--- src/hdl/rmf_pkg.sv ---
// Shared types, constants and control words for the reply message framer.
`timescale 1ns / 1ps

package rmf_pkg;

  localparam int MAX_DEPTH = 8;
  localparam int NUM_W     = 31;
  localparam int DEPTH_W   = $clog2(MAX_DEPTH + 1);
  localparam int LVL_W     = (MAX_DEPTH > 1) ? $clog2(MAX_DEPTH) : 1;

  localparam logic [7:0] CH_PLUS   = 8'h2B;
  localparam logic [7:0] CH_MINUS  = 8'h2D;
  localparam logic [7:0] CH_COLON  = 8'h3A;
  localparam logic [7:0] CH_DOLLAR = 8'h24;
  localparam logic [7:0] CH_STAR   = 8'h2A;
  localparam logic [7:0] CH_CR     = 8'h0D;
  localparam logic [7:0] CH_LF     = 8'h0A;
  localparam logic [7:0] CH_ZERO   = 8'h30;
  localparam logic [7:0] CH_NINE   = 8'h39;

  typedef enum logic [3:0] {
    PH_TYPE,
    PH_LINE,
    PH_LINE_LF,
    PH_NUM_FIRST,
    PH_NUM_SIGNED,
    PH_NUM,
    PH_NUM_LF,
    PH_PAYLOAD,
    PH_PAY_CR,
    PH_PAY_LF
  } phase_t;

  typedef enum logic [1:0] {
    KIND_NONE,
    KIND_LINE,
    KIND_BULK,
    KIND_ARRAY
  } kind_t;

  typedef enum logic [1:0] {
    ERR_NONE,
    ERR_TYPE,
    ERR_HEADER,
    ERR_DEPTH
  } err_t;

  typedef struct packed {
    logic  is_cr;
    logic  is_lf;
    logic  is_digit;
    logic  is_minus;
    logic  is_line_type;
    logic  is_bulk_type;
    logic  is_array_type;
    logic  num_ovf;
    logic  hdr_zero;
    logic  hdr_one;
    logic  negative;
    kind_t kind;
    logic  stack_full;
    logic  pay_last;
    logic  tree_done;
  } dp_status_t;

  typedef struct packed {
    logic start_line;
    logic start_num;
    logic set_neg;
    logic add_digit;
    logic load_pay;
    logic dec_pay;
    logic push;
    logic pop;
    logic restart;
  } dp_cmd_t;

endpackage

--- src/hdl/rmf_ctrl.sv ---
// Framing state machine: tracks the phase of the current element and issues datapath commands.
`timescale 1ns / 1ps

module rmf_ctrl (
  input  logic               clk,
  input  logic               rst,
  input  logic               step,
  input  rmf_pkg::dp_status_t status,
  output rmf_pkg::dp_cmd_t   cmd,
  output rmf_pkg::err_t      err,
  output logic               done,
  output logic               pay
);
  import rmf_pkg::*;

  phase_t phase;
  phase_t phase_next;

  always_ff @(posedge clk) begin
    if (rst) begin
      phase <= PH_TYPE;
    end else begin
      phase <= phase_next;
    end
  end

  always_comb begin
    cmd  = '0;
    err  = ERR_NONE;
    done = 1'b0;
    pay  = 1'b0;
    if (step) begin
      unique case (phase)
        PH_TYPE: begin
          if (status.is_line_type) begin
            cmd.start_line = 1'b1;
          end else if (status.is_bulk_type || status.is_array_type) begin
            cmd.start_num = 1'b1;
          end else begin
            err = ERR_TYPE;
          end
        end
        PH_LINE: begin
        end
        PH_LINE_LF: begin
          if (status.is_lf) begin
            cmd.pop = 1'b1;
            done    = status.tree_done;
          end
        end
        PH_NUM_FIRST: begin
          if (status.is_minus) begin
            cmd.set_neg = 1'b1;
          end else if (status.is_digit) begin
            cmd.add_digit = 1'b1;
          end else begin
            err = ERR_HEADER;
          end
        end
        PH_NUM_SIGNED: begin
          if (status.is_digit) begin
            cmd.add_digit = 1'b1;
          end else begin
            err = ERR_HEADER;
          end
        end
        PH_NUM: begin
          if (!status.is_cr) begin
            if (!status.is_digit || status.num_ovf) begin
              err = ERR_HEADER;
            end else begin
              cmd.add_digit = 1'b1;
            end
          end
        end
        PH_NUM_LF: begin
          if (!status.is_lf) begin
            err = ERR_HEADER;
          end else if (status.kind == KIND_BULK) begin
            if (status.negative && status.hdr_one) begin
              cmd.pop = 1'b1;
              done    = status.tree_done;
            end else if (status.hdr_zero) begin
            end else if (status.negative) begin
              err = ERR_HEADER;
            end else begin
              cmd.load_pay = 1'b1;
            end
          end else if (status.kind == KIND_ARRAY) begin
            if (status.negative || status.hdr_zero) begin
              cmd.pop = 1'b1;
              done    = status.tree_done;
            end else if (status.stack_full) begin
              err = ERR_DEPTH;
            end else begin
              cmd.push = 1'b1;
            end
          end else begin
            err = ERR_HEADER;
          end
        end
        PH_PAYLOAD: begin
          pay         = 1'b1;
          cmd.dec_pay = 1'b1;
        end
        PH_PAY_CR: begin
          if (!status.is_cr) begin
            err = ERR_HEADER;
          end
        end
        PH_PAY_LF: begin
          if (status.is_lf) begin
            cmd.pop = 1'b1;
            done    = status.tree_done;
          end else begin
            err = ERR_HEADER;
          end
        end
        default: begin
          err = ERR_HEADER;
        end
      endcase
      if (err != ERR_NONE) begin
        cmd         = '0;
        cmd.restart = 1'b1;
        done        = 1'b0;
        pay         = 1'b0;
      end
    end
  end

  always_comb begin
    phase_next = phase;
    if (step) begin
      if (err != ERR_NONE) begin
        phase_next = PH_TYPE;
      end else begin
        unique case (phase)
          PH_TYPE: begin
            phase_next = status.is_line_type ? PH_LINE : PH_NUM_FIRST;
          end
          PH_LINE: begin
            if (status.is_cr) begin
              phase_next = PH_LINE_LF;
            end
          end
          PH_LINE_LF: begin
            if (status.is_lf) begin
              phase_next = PH_TYPE;
            end else if (!status.is_cr) begin
              phase_next = PH_LINE;
            end
          end
          PH_NUM_FIRST: begin
            phase_next = status.is_minus ? PH_NUM_SIGNED : PH_NUM;
          end
          PH_NUM_SIGNED: begin
            phase_next = PH_NUM;
          end
          PH_NUM: begin
            if (status.is_cr) begin
              phase_next = PH_NUM_LF;
            end
          end
          PH_NUM_LF: begin
            if (cmd.load_pay) begin
              phase_next = PH_PAYLOAD;
            end else if (cmd.push || cmd.pop) begin
              phase_next = PH_TYPE;
            end else begin
              phase_next = PH_PAY_CR;
            end
          end
          PH_PAYLOAD: begin
            if (status.pay_last) begin
              phase_next = PH_PAY_CR;
            end
          end
          PH_PAY_CR: begin
            phase_next = PH_PAY_LF;
          end
          PH_PAY_LF: begin
            phase_next = PH_TYPE;
          end
          default: begin
            phase_next = PH_TYPE;
          end
        endcase
      end
    end
  end

endmodule

--- src/hdl/rmf_dp.sv ---
// Framing datapath: byte decode, header number, payload counter and the stack of array counts.
`timescale 1ns / 1ps

module rmf_dp (
  input  logic                            clk,
  input  logic                            rst,
  input  logic [7:0]                      data_byte,
  input  rmf_pkg::dp_cmd_t                cmd,
  output rmf_pkg::dp_status_t             status,
  output logic [rmf_pkg::DEPTH_W-1:0]     depth_next
);
  import rmf_pkg::*;

  kind_t              kind;
  logic               negative;
  logic [NUM_W-1:0]   hdr;
  logic [NUM_W-1:0]   pay_left;
  logic [NUM_W-1:0]   counts [MAX_DEPTH];
  logic [DEPTH_W-1:0] nest;

  logic [NUM_W+3:0]   prod;
  logic [3:0]         digit;
  logic               found;
  logic [LVL_W-1:0]   sel;
  logic [DEPTH_W-1:0] nest_pop;

  assign digit = data_byte[3:0];
  assign prod  = ({4'b0, hdr} << 3) + ({4'b0, hdr} << 1) + (NUM_W + 4)'(digit);

  always_comb begin
    found = 1'b0;
    sel   = '0;
    for (int i = 0; i < MAX_DEPTH; i++) begin
      if ((DEPTH_W'(i) < nest) && (|counts[i][NUM_W-1:1])) begin
        found = 1'b1;
        sel   = LVL_W'(i);
      end
    end
  end

  assign nest_pop = found ? (DEPTH_W'(sel) + DEPTH_W'(1)) : '0;

  always_comb begin
    status.is_cr         = (data_byte == CH_CR);
    status.is_lf         = (data_byte == CH_LF);
    status.is_digit      = (data_byte >= CH_ZERO) && (data_byte <= CH_NINE);
    status.is_minus      = (data_byte == CH_MINUS);
    status.is_line_type  = (data_byte == CH_PLUS) || (data_byte == CH_MINUS) ||
                           (data_byte == CH_COLON);
    status.is_bulk_type  = (data_byte == CH_DOLLAR);
    status.is_array_type = (data_byte == CH_STAR);
    status.num_ovf       = |prod[NUM_W+3:NUM_W];
    status.hdr_zero      = (hdr == '0);
    status.hdr_one       = (hdr == NUM_W'(1));
    status.negative      = negative;
    status.kind          = kind;
    status.stack_full    = (nest >= DEPTH_W'(MAX_DEPTH));
    status.pay_last      = (pay_left <= NUM_W'(1));
    status.tree_done     = !found;
  end

  always_comb begin
    priority if (cmd.restart) begin
      depth_next = '0;
    end else if (cmd.push) begin
      depth_next = nest + DEPTH_W'(1);
    end else if (cmd.pop) begin
      depth_next = nest_pop;
    end else begin
      depth_next = nest;
    end
  end

  always_ff @(posedge clk) begin
    if (rst || cmd.restart) begin
      kind     <= KIND_NONE;
      negative <= 1'b0;
      hdr      <= '0;
      pay_left <= '0;
      nest     <= '0;
    end else begin
      nest <= depth_next;
      if (cmd.start_line) begin
        kind <= KIND_LINE;
      end
      if (cmd.start_num) begin
        kind     <= status.is_bulk_type ? KIND_BULK : KIND_ARRAY;
        negative <= 1'b0;
        hdr      <= '0;
      end
      if (cmd.set_neg) begin
        negative <= 1'b1;
      end
      if (cmd.add_digit) begin
        hdr <= prod[NUM_W-1:0];
      end
      if (cmd.load_pay) begin
        pay_left <= hdr;
      end
      if (cmd.dec_pay && (pay_left != '0)) begin
        pay_left <= pay_left - NUM_W'(1);
      end
      if (cmd.push || cmd.pop) begin
        kind     <= KIND_NONE;
        negative <= 1'b0;
        hdr      <= '0;
      end
    end
  end

  always_ff @(posedge clk) begin
    if (cmd.push) begin
      counts[nest[LVL_W-1:0]] <= hdr;
    end else if (cmd.pop && found) begin
      counts[sel] <= counts[sel] - NUM_W'(1);
    end
  end

endmodule

--- src/hdl/resp_message_framer.sv ---
// Top level of the reply message framer: handshake, result register and checks.
`timescale 1ns / 1ps
//
// Usage:
//   Reply stream bytes enter on data_byte with byte_valid; the framer holds
//   byte_stall high while a result word is waiting and result_stall is high.
//   Each accepted byte yields exactly one registered result word:
//   message_done marks the byte that closes a top-level message, error_code
//   reports a bad type byte, a malformed header or terminator, or nesting
//   overflow, depth_now is the array nesting level after the byte, and
//   in_payload marks a counted bulk payload byte.
//   Throughput is one byte per cycle while byte_stall is low. The pop of nested
//   array counts resolves in the same cycle through parallel checks over the
//   eight-entry count stack.
//   After any error the framer drops the partial message and waits for a new
//   type byte at nesting level zero.
//   Reset (rst, synchronous) clears the phase, header, nesting level and the
//   result valid flag; the count stack needs no clearing.
//   While a result word waits under result_stall, the word holds and no byte
//   is taken; with no word waiting, a byte is taken even under result_stall.

module resp_message_framer (
  input  logic                        clk,
  input  logic                        rst,
  input  logic                        byte_valid,
  output logic                        byte_stall,
  input  logic [7:0]                  data_byte,
  output logic                        result_valid,
  input  logic                        result_stall,
  output logic                        message_done,
  output logic [1:0]                  error_code,
  output logic [3:0]                  depth_now,
  output logic                        in_payload
);
  import rmf_pkg::*;

  logic               step;
  dp_status_t         status;
  dp_cmd_t            cmd;
  err_t               err;
  logic               done;
  logic               pay;
  logic [DEPTH_W-1:0] depth_next;

  assign byte_stall = result_valid && result_stall;
  assign step       = byte_valid && !byte_stall;

  rmf_ctrl u_ctrl (
    .clk    (clk),
    .rst    (rst),
    .step   (step),
    .status (status),
    .cmd    (cmd),
    .err    (err),
    .done   (done),
    .pay    (pay)
  );

  rmf_dp u_dp (
    .clk        (clk),
    .rst        (rst),
    .data_byte  (data_byte),
    .cmd        (cmd),
    .status     (status),
    .depth_next (depth_next)
  );

  always_ff @(posedge clk) begin
    if (rst) begin
      result_valid <= 1'b0;
    end else if (step) begin
      result_valid <= 1'b1;
    end else if (!result_stall) begin
      result_valid <= 1'b0;
    end
  end

  always_ff @(posedge clk) begin
    if (step) begin
      message_done <= done;
      error_code   <= err;
      depth_now    <= 4'(depth_next);
      in_payload   <= pay;
    end
  end

  a_err_clears: assert property (@(posedge clk) disable iff (rst)
    (result_valid && (error_code != ERR_NONE)) |->
      ((depth_now == 4'd0) && !message_done && !in_payload))
    else $error("error word carries nonzero depth or flags");

  a_done_top: assert property (@(posedge clk) disable iff (rst)
    (result_valid && message_done) |-> (depth_now == 4'd0))
    else $error("message done away from top level");

  a_pay_alone: assert property (@(posedge clk) disable iff (rst)
    (result_valid && in_payload) |-> (!message_done && (error_code == ERR_NONE)))
    else $error("payload byte flagged as done or error");

  a_depth_bound: assert property (@(posedge clk) disable iff (rst)
    result_valid |-> (depth_now <= 4'(MAX_DEPTH)))
    else $error("nesting depth beyond stack size");

  a_step_result: assert property (@(posedge clk) disable iff (rst)
    step |=> result_valid)
    else $error("accepted byte produced no result word");

endmodule
--- config.mk ---
export PLATFORM = sky130hd
export DESIGN_NAME = resp_message_framer
export DESIGN_NICKNAME = d
export VERILOG_FILES = /design/src/hdl/rmf_pkg.sv /design/src/hdl/rmf_ctrl.sv /design/src/hdl/rmf_dp.sv /design/src/hdl/resp_message_framer.sv
export SDC_FILE = /design/constraint.sdc
export NUM_CORES = 1
export LEC_CHECK = 0
export BUFFER_PORTS_ARGS = -buffer_cell sky130_fd_sc_hd__buf_4
export CORE_UTILIZATION = 38
export DETAILED_ROUTE_END_ITERATION = 16
export PLACE_DENSITY = 0.61
export SYNTH_ARGS = -nofsm -noshare
export SYNTH_HDL_FRONTEND = slang
export SYNTH_SLANG_ARGS = --single-unit
--- constraint.sdc ---
create_clock -name clk -period 6.8 [get_ports clk]
set_input_delay 0.68 -clock clk [delete_from_list [all_inputs] [get_ports clk]]
set_output_delay 0.68 -clock clk [all_outputs]
set_load 0.02 [all_outputs]
## After elaboration in Yosys (flattened, before gate mapping)

Memories as Yosys holds them, arrays and structs flattened.
Cells that the tools add are included.

- Register bits: 82
- Bits in writable memories: 248
- Bits of input ports: 12
- Output and inout bits: 10
- Logic and storage cells: 207
- Memories: 1

- Add/sub/neg operators: 6
- Order comparisons: 12
- Equal/unequal tests: 24
- Mux-type cells: 106
- Reduce and logical (&&, ||, !) cells: 47

Memory list:

| name | words | bits a word | read ports | clocked after Yosys merged registers in | wr ports | line | RTL |
|---|---|---|---|---|---|---|---|
| u_dp.counts | 8 | 31 | 9 | 0 | 1 | rmf_dp.sv:18 | `logic [NUM_W-1:0] counts [MAX_DEPTH];` |

Operators with widths:

| kind | count |
|---|---|
| $reduce_or 30->1 | 8 |
| $mux 31 | 5 |
| $sub 31x1->31 const B | 2 |
| $mux 1 | 53 |
| $mux 2 | 24 |
| $mux 4 | 12 |
| $eq 8x6->1 const B | 5 |
| $pmux 4 s9 | 1 |
| $add 34x32->35 | 1 |
| $add 35x4->35 | 1 |
| $eq 31x1->1 const B | 1 |
| $le 31x1->1 const B | 1 |
| $logic_not 31->1 | 1 |
| $reduce_bool 31->1 | 1 |
| $reduce_or 31->1 | 1 |
| $mux 9 | 2 |
| $eq 4x3->1 const B | 4 |
| $eq 8x4->1 const B | 2 |
| $lt 3x4->1 const A | 4 |
| $pmux 2 s8 | 1 |
| $mux 3 | 5 |
| $logic_and 1x1->1 | 14 |
| $reduce_bool 2->1 | 6 |
| $eq 4x2->1 const B | 2 |
| other kinds (23) | 38 |

## Longest topological paths before layout

- Word-level depth: 17
- Mapped depth: 18
- Depth with buffers taken out: 16

## By module

Synthesis repeated with hierarchy kept, for this count alone.

- Cell total of the unflattened synthesis: 1,762
- Area, all modules: 18,260.0 sq um

Modules (own cells, without submodules):

| module | times used | cells an instance | area each (sq um) | sequential area each (sq um) |
|---|---|---|---|---|
| rmf_dp | 1 | 1,657 | 17,282.8 | 8,828.5 |
| rmf_ctrl | 1 | 92 | 690.7 | 80.1 |
| resp_message_framer | 1 | 13 | 286.5 | 260.2 |

## Least setup slack after synthesis

Ideal clock, no wire load.

- Kind: input to register
- From: input port data_byte[4]
- To: memory u_dp.counts[0][0] (enable)
- Setup time: 0.419 ns
- Data arrival time: 4.557 ns
- Required time: 6.381 ns
- Path slack: 1.824 ns
- Stages: 13
- Path buffers: 2
- Cell sequence: nand2b_1 or4_1 nor3_1 nand2_1 or3_1 o21ai_0 nand2_1 or2_1 clkbuf_8 clkbuf_1 o21ai_0 o21ai_0 nor2_1

- Longest elaborated chain between the ends: 17
- Elaborated cells between the ends (all ways): 42
- Classes of those cells: order compare (2); eq/ne (7); mux (24); reduce/logical (9)

Ends and longest elaborated chain:

| what | line | RTL |
|---|---|---|
| from (decl) | resp_message_framer.sv:27 | `input logic [7:0] data_byte,` |
| $ge 8x6->1 / $le 8x6->1 (equally long branches) | rmf_dp.sv:46 | `status.is_digit = (data_byte >= CH_ZERO) && (data_byte <= CH_NINE);` |
| $logic_and 1x1->1 | rmf_dp.sv:46 |  |
| $logic_not 1->1 | rmf_ctrl.sv:69 | `if (!status.is_digit \|\| status.num_ovf) begin` |
| $logic_or 1x1->1 | rmf_ctrl.sv:69 |  |
| $mux 2 | rmf_ctrl.sv:69 |  |
| $mux 2 | rmf_ctrl.sv:68 | `if (!status.is_cr) begin` |
| $pmux 2 s8 | rmf_ctrl.sv:33 | `unique case (phase)` |
| $mux 2 | rmf_ctrl.sv:32 | `if (step) begin` |
| $reduce_bool 2->1 | rmf_ctrl.sv:123 | `if (err != ERR_NONE) begin` |
| $mux 9 (*) | rmf_ctrl.sv:123 |  |
| $mux 9 (*) | rmf_ctrl.sv:32 |  |
| $logic_and 1x1->1 | rmf_dp.sv:114 | `end else if (cmd.pop && found) begin` |
| $mux 1 | rmf_dp.sv:114 |  |
| $mux 1 | rmf_dp.sv:112 | `if (cmd.push) begin` |
| $mux 1 (implied by the code) | rmf_dp.sv:115 | `counts[sel] <= counts[sel] - NUM_W'(1);` |
| $reduce_or 31->1 (no line) | n/a |  |
| $mux 3 (no line) / $mux 1 (equally long branches) | n/a |  |
| to (decl) | rmf_dp.sv:18 |  |

Mark *: on every way between the ends. The rest lies on a longest branch, timed or not. The select of a mux whose other input is x is not followed.

==> results_dict.tcl <==
set metrics [dict create \
    slew_headroom_pct 14.6 \
    pin_count 22 \
    max_cap_violations 0 \
    syn_nets 1756 \
    cts_inserted_buffers 37 \
    ys_seq_area_share_pct 52.3 \
    cts_resized 0 \
    met1_usage_pct 31.2 \
    synth_enable_flop_cells 256 \
    detail_route.first_pass.iterations 6 \
    setup_tns_ns 0 \
    ys_ff_latch 330 \
    p_leak_nw 7.00 \
    first_iter_violations 1544 \
    insertion_delay_ns 0.54 \
    tritoncts "built" \
    clock_skew_ns 0.0186 \
    critPathKind "reg -> reg" \
    cts_setup_buffers 0 \
    initial_core_util_pct 38.5 \
    cp-end-kind "flip-flop" \
    syn_inst 1675 \
    num_rows 78 \
    crit_required_ns 7.07 \
    drive_above_1_share_pct 10.7 \
    tightest_slew_ns 1.28 \
    post-dp-hpwl_um 38200 \
    clock-sinks 330 \
    synth_top_area_share_pct 43.9 \
    yosys.area.top_type "edfxtp_1" \
    remaining_drc_errors 0 \
    grt_max_degree 50 \
    grt_busiest_layer "met2" \
    n_antenna_cell 0 \
    cp.arrival_ns 6.11 \
    fin_nets 1778 \
    fill_cells 4342 \
    drt-vias-per-instance 6.14 \
    slew_violations 0 \
    yosysMostFrequentCell "edfxtp_1" \
    path_max_fanout 20 \
    synth.distinct_cells 100 \
    clock_path_buffers 3 \
    die-area_mm2 0.0470 \
    finalCritPeriodShare_pct 85.8 \
    synth_area_leaders "edfxtp_1 44%, dfxtp_1 8.5%, ha_1 4.8%" \
    postCtsHoldBufs 0 \
    track_usage_pct 22.9 \
    layout_min_cycle_time_ns 5.83 \
    die_y_um 217 \
    synthTopCellsByCount "256 x edfxtp_1, 162 x nand2_1, 120 x a21oi_1" \
    die_x_um 217 \
    setup_viol 0 \
    coreArea_mm2 0.0455 \
    routed_wl_um 53900 \
    gp_congestion 0.989 \
    antenna_found_initial 0 \
    fmaxAchievable_mhz 171 \
    grt_remaining_overflow 0 \
    hold_path_class "in -> reg" \
    synthToLayoutAreaGrowth_pct 12.7 \
    ant_nets 0 \
    grt_pass1_vias 13900 \
    clk_pin_slew_worst_paths_ns 0.06 \
    synth_area_per_cell_um2 10.5 \
    setup.worst_path.start_class "flip-flop" \
    via_count 14300 \
    rsz0062_at_grt "no" \
    status "finished clean" \
    port_buffers 21 \
    irDropWorstVdd_v 0.000206 \
    synth_area_mm2 0.0175 \
    async_flop_share_pct 0 \
    grt_pass1_wl_um 83100 \
    cts-root-buf "clkbuf_16" \
    synthFlopType "edfxtp_1" \
    yosys_warnings 0 \
    gr-usage-met2_pct 36.8 \
    htree_levels 2 \
    hold_viol 0 \
    wl_per_cell_um 23.2 \
    p_per_area_mw_per_mm2 216 \
    gr-usage-met3_pct 3.86 \
    holdWs_ns 0.376 \
]
[cells by family after synthesis]
kind of cell | synth area share (%)
compound gates | 18.6
xor+xnor | 2.70
fa+ha+maj | 5.01
buf+inv | 2.89
flops | 52.3
mux | 0.821
simple gates | 17.7
[cell usage in the layout, fill, tap and decap left out, types with 17 or more instances in the layout]
| cell type | netlist | routed |
|---|---|---|
| nor4_1 | 79 | 79 |
| a2bb2oi_1 | 26 | 26 |
| xnor2_1 | 33 | 33 |
| ha_1 | 67 | 67 |
| clkbuf_16 | 0 | 39 |
| edfxtp_1 | 256 | 256 |
| buf_4 | 2 | 67 |
| nand4_1 | 21 | 21 |
| inv_1 | 28 | 27 |
| nand2_1 | 162 | 162 |
| a21o_1 | 39 | 39 |
| xor2_1 | 21 | 21 |
| nor2_1 | 115 | 107 |
| o221ai_1 | 18 | 18 |
| o21ai_0 | 115 | 113 |
| nor3_1 | 55 | 55 |
| a21oi_1 | 120 | 120 |
| o22ai_1 | 17 | 17 |
| nand3_1 | 58 | 58 |
| dfxtp_1 | 74 | 74 |
[worst max-delay path: stages (launching register included)]
cell	delay (ns)
edfxtp_1	0.42
nor4_1	0.57
buf_4	0.23
nand4_1	0.28
o211ai_1	0.71
and2_4	0.31
buf_4	0.26
nand2_2	0.31
a211oi_1	0.37
a211oi_2	0.15
a2111o_1	0.54
or3_4	0.42
nor4b_2	0.56
xnor2_1	0.18
o21ai_1	0.07
buf_4	0.18
[per-layer routing]
| layer | wire (µm) | share of wire [%] |
|---|---|---|
| met5 | 0 | 0 |
| met4 | 1760 | 3.3 |
| met3 | 4290 | 8.0 |
| met2 | 24900 | 46 |
| met1 | 23000 | 43 |
[through the flow]
step           util [%]  power (mW)  area (µm²)  instances  setup slack [ns]
3_5_place_dp       40.7        2.24       18500       2258             0.817
6_report           43.5        4.26       19800       2325             0.965
2_1_floorplan         -        2.22       17500       1675              1.82
5_1_grt            43.5        4.37       19800       2325             0.619
3_3_place_gp       40.7        2.23       18500       2258             0.908
4_1_cts            43.5        4.28       19800       2325              1.10
[worst paths after layout]
| kind | from | end | slack (ns) | depth (start not counted) |
|---|---|---|---|---|
| max reg2reg | u_dp.counts[6][25] | u_dp.counts[6][22] | 0.97 | 15 |
| max | u_dp.counts[6][25] | u_dp.counts[6][22] | 0.97 | 15 |
| min reg2reg | u_dp.pay_left[15] | u_dp.pay_left[15] | 0.46 | 2 |
| min | rst | u_dp.nest[0] | 0.38 | 2 |
[power by group]
part           switching [mW]  internal [mW]
clock                   0.829           1.24
sequential            0.00184           2.15
combinational          0.0303         0.0140
total                   0.861           3.40
[flip-flops by register name, indices dropped and copies added (netlist names)]
signal         count
u_dp.pay_left     31
message_done       1
u_dp.counts      248
result_valid       1
in_payload         1
u_dp.nest          4
error_code         2
u_dp.kind          2
u_dp.negative      1
u_ctrl.phase       4
depth_now          4
u_dp.hdr          31
[cell type report]
| cell class | instances | area, µm² | area share [%] |
|---|---|---|---|
| Sequential cell | 330 | 9170 | 46.4 |
| Multi-Input combinational cell | 1230 | 7930 | 40.1 |
| Clock buffer | 46 | 1000 | 5.07 |
| Tap cell | 600 | 751 | 3.80 |
| Timing Repair Buffer | 70 | 563 | 2.85 |
| Clock inverter | 21 | 246 | 1.25 |
| Inverter | 28 | 105 | 0.532 |
Power figures use the tool's default switching activity.
